[src/rtl/ubsr_pkg.sv]
`default_nettype none

package ubsr_pkg;

    // Width of each button hold counter (11..32)
    localparam int HOLD_WIDTH = 16;

    // Field widths
    localparam int STEP_WIDTH  = 7;
    localparam int LEVEL_WIDTH = 8;
    localparam int RPT_WIDTH   = 10;
    localparam int LONG_WIDTH  = 16;

    // Compare width for hold count against the thresholds
    localparam int CMP_WIDTH = (HOLD_WIDTH > LONG_WIDTH) ? HOLD_WIDTH : LONG_WIDTH;

    // Configuration port
    localparam int CFG_INDEX_WIDTH = 2;
    localparam int CFG_DATA_WIDTH  = 16;

    typedef enum logic [CFG_INDEX_WIDTH-1:0] {
        REG_STEP_SIZE        = 2'd0,
        REG_SETPOINT_MAX     = 2'd1,
        REG_REPEAT_AFTER     = 2'd2,
        REG_LONG_PRESS_AFTER = 2'd3
    } cfg_index_t;

    // Register reset values
    localparam logic [STEP_WIDTH-1:0]  STEP_SIZE_RST        = 7'd4;
    localparam logic [LEVEL_WIDTH-1:0] SETPOINT_MAX_RST     = 8'd254;
    localparam logic [RPT_WIDTH-1:0]   REPEAT_AFTER_RST     = 10'd13;
    localparam logic [LONG_WIDTH-1:0]  LONG_PRESS_AFTER_RST = 16'd500;

    typedef struct packed {
        logic [STEP_WIDTH-1:0]  step_size;
        logic [LEVEL_WIDTH-1:0] setpoint_max;
        logic [RPT_WIDTH-1:0]   repeat_after;
        logic [LONG_WIDTH-1:0]  long_press_after;
    } cfg_t;

    // One tick's result
    typedef struct packed {
        logic [LEVEL_WIDTH-1:0] setpoint_value;
        logic                   updated;
        logic                   calibrate_request;
    } result_t;

endpackage

`default_nettype wire

[src/rtl/ubsr_cfg_regs.sv]
`default_nettype none

module ubsr_cfg_regs
    import ubsr_pkg::*;
(
    input  wire logic                       clk,
    input  wire logic                       rst_n,
    input  wire logic                       wr_en,
    input  wire logic [CFG_INDEX_WIDTH-1:0] wr_index,
    input  wire logic [CFG_DATA_WIDTH-1:0]  wr_data,
    output cfg_t                            cfg
);

    cfg_t cfg_reg;
    cfg_t cfg_next;

    // Decode the write index
    always_comb
    begin
        cfg_next = cfg_reg;
        if (wr_en)
        begin
            case (cfg_index_t'(wr_index))
                REG_STEP_SIZE:        cfg_next.step_size        = wr_data[STEP_WIDTH-1:0];
                REG_SETPOINT_MAX:     cfg_next.setpoint_max     = wr_data[LEVEL_WIDTH-1:0];
                REG_REPEAT_AFTER:     cfg_next.repeat_after     = wr_data[RPT_WIDTH-1:0];
                REG_LONG_PRESS_AFTER: cfg_next.long_press_after = wr_data[LONG_WIDTH-1:0];
                default:              cfg_next = cfg_reg;
            endcase
        end
    end

    always_ff @(posedge clk or negedge rst_n)
    begin
        if (!rst_n)
        begin
            cfg_reg.step_size        <= STEP_SIZE_RST;
            cfg_reg.setpoint_max     <= SETPOINT_MAX_RST;
            cfg_reg.repeat_after     <= REPEAT_AFTER_RST;
            cfg_reg.long_press_after <= LONG_PRESS_AFTER_RST;
        end
        else
        begin
            cfg_reg <= cfg_next;
        end
    end

    assign cfg = cfg_reg;

endmodule

`default_nettype wire

[src/rtl/ubsr_hold_counter.sv]
`default_nettype none

module ubsr_hold_counter
    import ubsr_pkg::*;
(
    input  wire logic                  clk,
    input  wire logic                  rst_n,
    input  wire logic                  advance,
    input  wire logic                  pressed,
    output logic      [HOLD_WIDTH-1:0] hold
);

    logic [HOLD_WIDTH-1:0] hold_reg;
    logic [HOLD_WIDTH-1:0] hold_next;

    // Count consecutive pressed ticks, saturate at all ones, clear on release
    always_comb
    begin
        if (!pressed)
            hold_next = '0;
        else if (&hold_reg)
            hold_next = hold_reg;
        else
            hold_next = hold_reg + HOLD_WIDTH'(1);
    end

    always_ff @(posedge clk or negedge rst_n)
    begin
        if (!rst_n)
            hold_reg <= '0;
        else if (advance)
            hold_reg <= hold_next;
    end

    assign hold = hold_reg;

endmodule

`default_nettype wire

[src/rtl/ubsr_core.sv]
`default_nettype none

module ubsr_core
    import ubsr_pkg::*;
(
    input  wire logic clk,
    input  wire logic rst_n,
    input  wire logic advance,
    input  wire logic down_pressed,
    input  wire logic up_pressed,
    input  wire logic cal_pressed,
    input  cfg_t      cfg,
    output result_t   result
);

    logic [HOLD_WIDTH-1:0]  down_hold;
    logic [HOLD_WIDTH-1:0]  up_hold;
    logic [HOLD_WIDTH-1:0]  cal_hold;
    logic [LEVEL_WIDTH-1:0] level_reg;
    logic [LEVEL_WIDTH-1:0] level_next;

    logic                   down_step;
    logic                   up_step;
    logic                   cal_req;
    logic [LEVEL_WIDTH:0]   cand;
    logic [LEVEL_WIDTH-1:0] floored;

    ubsr_hold_counter u_down_hold (
        .clk     (clk),
        .rst_n   (rst_n),
        .advance (advance),
        .pressed (down_pressed),
        .hold    (down_hold)
    );

    ubsr_hold_counter u_up_hold (
        .clk     (clk),
        .rst_n   (rst_n),
        .advance (advance),
        .pressed (up_pressed),
        .hold    (up_hold)
    );

    ubsr_hold_counter u_cal_hold (
        .clk     (clk),
        .rst_n   (rst_n),
        .advance (advance),
        .pressed (cal_pressed),
        .hold    (cal_hold)
    );

    // Step decisions use the counts from before this tick
    always_comb
    begin
        down_step = down_pressed &&
            ((down_hold == '0) ||
             (CMP_WIDTH'(down_hold) > CMP_WIDTH'(cfg.repeat_after)));
        up_step = !down_step && up_pressed &&
            ((up_hold == '0) ||
             (CMP_WIDTH'(up_hold) > CMP_WIDTH'(cfg.repeat_after)));
        cal_req = !down_step && !up_step &&
            (CMP_WIDTH'(cal_hold) > CMP_WIDTH'(cfg.long_press_after));
    end

    // Step, floor at zero, then cap at setpoint_max
    always_comb
    begin
        if (down_step)
            cand = {1'b0, level_reg} - (LEVEL_WIDTH+1)'(cfg.step_size);
        else
            cand = {1'b0, level_reg} + (LEVEL_WIDTH+1)'(cfg.step_size);

        if (down_step && cand[LEVEL_WIDTH])
            floored = '0;
        else if (!down_step && cand[LEVEL_WIDTH])
            floored = cfg.setpoint_max;
        else
            floored = cand[LEVEL_WIDTH-1:0];

        if (down_step || up_step)
            level_next = (floored > cfg.setpoint_max) ? cfg.setpoint_max : floored;
        else
            level_next = level_reg;
    end

    always_ff @(posedge clk or negedge rst_n)
    begin
        if (!rst_n)
            level_reg <= '0;
        else if (advance)
            level_reg <= level_next;
    end

    assign result.setpoint_value    = level_next;
    assign result.updated           = down_step || up_step || cal_req;
    assign result.calibrate_request = cal_req;

endmodule

`default_nettype wire

[src/rtl/updown_button_setpoint_repeat.sv]
// A tick passes the input register, then the result register, to the result port.
// Throughput: one tick per cycle. While a result waits, one more tick can sit in
// the input register; after that the input stalls until the result is taken.
// Reset (rst_n low, asynchronous): setpoint 0, hold counters 0, pipeline
// empty, registers back to step 4, max 254, repeat 13, long press 500.
`default_nettype none

module updown_button_setpoint_repeat
    import ubsr_pkg::*;
(
    input  wire logic                       clk,
    input  wire logic                       rst_n,
    // tick input
    input  wire logic                       in_valid,
    output logic                            in_stall,
    input  wire logic                       down_level,
    input  wire logic                       up_level,
    input  wire logic                       cal_level,
    // result output
    output logic                            out_valid,
    input  wire logic                       out_stall,
    output logic      [LEVEL_WIDTH-1:0]     setpoint_value,
    output logic                            updated,
    output logic                            calibrate_request,
    // configuration writes
    input  wire logic                       cfg_valid,
    output logic                            cfg_ready,
    input  wire logic [CFG_INDEX_WIDTH-1:0] cfg_index,
    input  wire logic [CFG_DATA_WIDTH-1:0]  cfg_data
);

    cfg_t    cfg;
    result_t result;

    logic    s1_valid_reg;
    logic    s1_down_reg;
    logic    s1_up_reg;
    logic    s1_cal_reg;
    logic    out_valid_reg;
    result_t out_reg;

    logic    out_free;
    logic    advance;
    logic    s1_load;

    assign cfg_ready = 1'b1;

    ubsr_cfg_regs u_cfg_regs (
        .clk      (clk),
        .rst_n    (rst_n),
        .wr_en    (cfg_valid && cfg_ready),
        .wr_index (cfg_index),
        .wr_data  (cfg_data),
        .cfg      (cfg)
    );

    // Pipeline flow control
    assign out_free = !out_valid_reg || !out_stall;
    assign advance  = s1_valid_reg && out_free;
    assign in_stall = s1_valid_reg && !out_free;
    assign s1_load  = in_valid && !in_stall;

    // Input register: pressed flags (active-low levels)
    always_ff @(posedge clk or negedge rst_n)
    begin
        if (!rst_n)
            s1_valid_reg <= 1'b0;
        else if (s1_load)
            s1_valid_reg <= 1'b1;
        else if (advance)
            s1_valid_reg <= 1'b0;
    end

    always_ff @(posedge clk)
    begin
        if (s1_load)
        begin
            s1_down_reg <= !down_level;
            s1_up_reg   <= !up_level;
            s1_cal_reg  <= !cal_level;
        end
    end

    ubsr_core u_core (
        .clk          (clk),
        .rst_n        (rst_n),
        .advance      (advance),
        .down_pressed (s1_down_reg),
        .up_pressed   (s1_up_reg),
        .cal_pressed  (s1_cal_reg),
        .cfg          (cfg),
        .result       (result)
    );

    // Result register
    always_ff @(posedge clk or negedge rst_n)
    begin
        if (!rst_n)
            out_valid_reg <= 1'b0;
        else if (out_free)
            out_valid_reg <= s1_valid_reg;
    end

    always_ff @(posedge clk)
    begin
        if (advance)
            out_reg <= result;
    end

    assign out_valid         = out_valid_reg;
    assign setpoint_value    = out_reg.setpoint_value;
    assign updated           = out_reg.updated;
    assign calibrate_request = out_reg.calibrate_request;

    // A request beat is always flagged as updated
    a_req_updated: assert property (@(posedge clk) disable iff (!rst_n)
        out_valid_reg |-> (!out_reg.calibrate_request || out_reg.updated))
        else $error("calibrate_request without updated");

    // Input stalls only when both stages are full and the output is held
    a_stall_full: assert property (@(posedge clk) disable iff (!rst_n)
        in_stall |-> (out_valid_reg && out_stall && s1_valid_reg))
        else $error("input stalled with room in the pipeline");

    // A staged tick is never dropped without moving to the result register
    a_s1_kept: assert property (@(posedge clk) disable iff (!rst_n)
        (s1_valid_reg && !advance) |=> s1_valid_reg)
        else $error("staged tick lost");

endmodule

`default_nettype wire

[config.mk]
export PLATFORM = sky130hd
export DESIGN_NAME = updown_button_setpoint_repeat
export DESIGN_NICKNAME = d
export VERILOG_FILES = /design/src/rtl/ubsr_pkg.sv /design/src/rtl/ubsr_cfg_regs.sv /design/src/rtl/ubsr_hold_counter.sv /design/src/rtl/ubsr_core.sv /design/src/rtl/updown_button_setpoint_repeat.sv
export SDC_FILE = /design/constraint.sdc
export NUM_CORES = 1
export LEC_CHECK = 0
export BUFFER_PORTS_ARGS = -buffer_cell sky130_fd_sc_hd__buf_2
export CAP_MARGIN = 20
export CORE_UTILIZATION = 32
export CTS_CLUSTER_DIAMETER = 200
export DETAILED_ROUTE_END_ITERATION = 8
export PLACE_DENSITY_LB_ADDON = 0.05
export SLEW_MARGIN = 20
export SYNTH_ARGS = -nofsm -noshare
export SYNTH_HDL_FRONTEND = slang
export SYNTH_SLANG_ARGS = --single-unit
[constraint.sdc]
create_clock -name clk -period 6.5 [get_ports clk]
set_clock_uncertainty 0.2 [all_clocks]
set_input_delay 1.95 -clock clk [delete_from_list [all_inputs] [get_ports clk]]
set_output_delay 1.95 -clock clk [all_outputs]
set_load 0.01 [all_outputs]
==> out/metrics.csv <==
metric;value;unit
DRC viols;0;
RD Place Congestion;0.801;
CTS tree;yes;
outcome;finished, final reports clean;
leakage power;3.54;nW
largest net degree at the start of global routing;54;
Fin Setup TNS;0;ns
vias in the first global route;5214;
drt via density;5.11;
Post-synth EDFFs;13;
crit end category;register;
fin worst setup slack;0.435;ns
share of layout cells above drive strength 1;18.2;%
part of the power in combinational logic;51.3;%
switch share;42.5;%
total power;3.23;mW
class of the worst hold path;reg2reg;
PortBufs;37;
clk sinks;112;
pre-CTS setup slack;0.347;ns
Crit Path Category;reg2reg;
post-CTS setup buffers;0;
Routed WL per cell;16.8;um
Ys Warns;0;
Async S/R FF share, synth;88.4;%
Synth Area in Simple Gates;15.5;%
DR vias;5137;
Compound-Gate Fraction of Synth Area;14.8;%
Final Hold Fails;0;
P&R area growth vs syn;11.3;%
all-layer global routing usage;16.5;%
Rel. slew slack;47.7;%
Yosys top cell by area;dfrtp_1;
Starting Density;32.8;%
flop2flop setup slack;0.44;ns
Mapped Avg Cell Area;10.0;um^2
Finish-stage setup viols;0;
gr ovfl total;0;
site row count;53;
sequential share of the synthesized area;41.8;%
iteration-0 DRC count of the detailed router;212;
drt total wl;16900;um
Clock Pin Slew Worst Setup and Hold Paths;0.08;ns
DP Cell Count;989;
Switch Pwr;1.37;mW
antenna-violating nets left;0;
clock power share;18.1;%
Netlist cell types;66;
max FFs per register;41;
Ant. Diodes;0;
Synth Instances;690;
Power Internal;1.86;mW
crit start category;register;
root buffer cell;clkbuf_16;
most frequent cell after synthesis;dfrtp_1;
MaxCap Viol Count;0;
fmax;165;MHz
Worst Max-Slew Pin Slew;0.782;ns
largest family of logic cells by synthesized area;simple AND/OR/NAND/NOR gates;
flops & latches, synth;112;
Critical Path AT;5.96;ns
Reg power frac;30.6;%
worst reg-to-reg path cell count;22;
Peak VDD IR;202;uV
Hold Path Stages;1;
H-tree depth;3;
minimum clock period after layout;6.06;ns
initial antenna violation count;0;
mux contribution to synthesized area;7.11;%
num ports;39;
post-synthesis adder-cell area fraction;10.8;%
first-pass GRT wire length;28200;um
synth top area cells;dfrtp_1 (30%), ha_1 (10%), mux2_2 (6.7%), dfstp_2 (6.5%), edfxtp_1 (5.6%);
clock latency on the worst-skew pair;0.36;ns
Synth Cell Area;6920;um^2
proportion of netlist area held by the largest area contributor;29.7;%
Final Core Density;36.5;%
CTS Buf Count;9;
Top FF cell, synth;dfrtp_1;
critical path required time;6.39;ns
Die Span X;149;um
Die Height;149;um
non-filler cells, final;1005;
Synthesized Nets;775;
XOR/XNOR share of the synthesized area;5.19;%
Die Area;22200;um^2
Nets;810;
DP HPWL;12600;um
Max clock buf depth;2;
RSZ-0062 raised after global routing;false;
CP max FO;11;
core area;21100;um^2
First-pass DRT Iterations;4;
fin crit share;93.3;%
synth cell count leaders;dfrtp_1 (82), inv_1 (64), ha_1 (58);
Final Max Slew Viols;0;
power per cell area;419;nW/um^2
## power by group through the flow
stage / combinational, mW / clock (mW) / sequential (mW)
floorplan: 1.22 / 0 / 0.974
global placement: 1.60 / 0 / 0.999
detailed placement: 1.62 / 0 / 1.00
CTS: 1.63 / 0.602 / 0.990
global route: 1.86 / 0.627 / 1.01
finish: 1.66 / 0.584 / 0.988
## placed cells by master (no fill, tap or decap), drive strengths merged, types with 3 or more instances in the layout
cell | synthesis | routed
buf | 8 | 41
nand2 | 51 | 51
and4 | 6 | 6
nor3 | 10 | 10
nor4 | 6 | 6
edfxtp | 13 | 13
nand3b | 3 | 3
clkbuf | 9 | 11
dfrtp | 82 | 82
or3 | 6 | 6
a21oi | 30 | 30
a31oi | 18 | 18
nand3 | 33 | 33
or2 | 3 | 3
nor2b | 4 | 4
and3 | 9 | 9
a41oi | 8 | 8
o31ai | 3 | 3
dfstp | 17 | 17
nand4b | 3 | 3
inv | 64 | 65
xor2 | 21 | 21
o21a | 4 | 4
nor2 | 52 | 52
mux2i | 3 | 3
mux2 | 41 | 41
o211ai | 4 | 4
nand4 | 12 | 12
ha | 58 | 58
a22o | 13 | 13
nand2b | 4 | 4
a211oi | 3 | 3
a21o | 12 | 12
and2 | 7 | 7
o21ai | 32 | 32
xnor2 | 20 | 20
## what timing repair did
item | 4_1_cts | 5_1_grt
endpoints found under the setup margin | 0 | 16
gates resized for setup | 0 | 3
hold buffers | 0 | 0
## routing by layer
metal	routed length, um	GRT usage [%]	vias to the layer above
met1	8350	22.3	2503
met3	352	2.02	17
li1	-	-	2540
met4	281	5.41	0
met5	0	0	-
met2	7880	27.2	77
## per-stage QoR
stage | area, um^2 | hold WS [ns]
6_report | 7700 | 0.309
2_1_floorplan | 6920 | 0.257
3_5_place_dp | 7380 | 0.286
4_1_cts | 7680 | 0.313
3_3_place_gp | 7380 | 0.282
5_1_grt | 7700 | 0.339
## critical path, stage by stage (launching register included)
cell	delay [ns]
dfrtp_1	0.44
ha_1	0.32
a21o_1	0.16
a21oi_1	0.13
o21ai_0	0.15
o21ai_4	0.40
nand2_1	0.18
mux2_2	0.34
fa_1	0.44
nor2b_1	0.17
o2111ai_1	0.17
a31oi_2	0.28
xor2_1	0.23
and3_1	0.36
a22o_1	0.22
ha_1	0.25
nand3_1	0.11
nor2_1	0.06
a32o_1	0.26
a21oi_2	0.22
and4bb_2	0.36
o21ai_1	0.22
a31oi_2	0.12
## cell families after synthesis
| group | after synthesis |
|---|---|
| AND/OR/NAND/NOR | 211 |
| multiplexers | 44 |
| adder cells (fa/ha/maj) | 59 |
| other | 1 |
| buffers and inverters | 81 |
| XOR/XNOR | 41 |
| AO/OA/AOI/OAI | 141 |
| flip-flops | 112 |
## area by class of cell
cell class	instances	area [um^2]
clock buffer	11	233
sequential	112	2890
clock inverter	5	66.3
fill	2137	13400
multi-input combinational	497	3710
timing repair buffer	41	218
tap	275	344
inverter	64	240
## final timing paths
| kind | start | to |
|---|---|---|
| max | u_core.u_down_hold.hold[5] | setpoint_value[6] |
| min | s1_valid_reg | out_valid |
| max reg2reg | u_core.u_down_hold.hold[5] | setpoint_value[6] |
| min reg2reg | s1_valid_reg | out_valid |
| max in group asynchronous | rst_n | u_core.u_cal_hold.hold[5] |
| min in group asynchronous | rst_n | u_core.u_up_hold.hold[14] |
(Power assumes the default switching activity.)
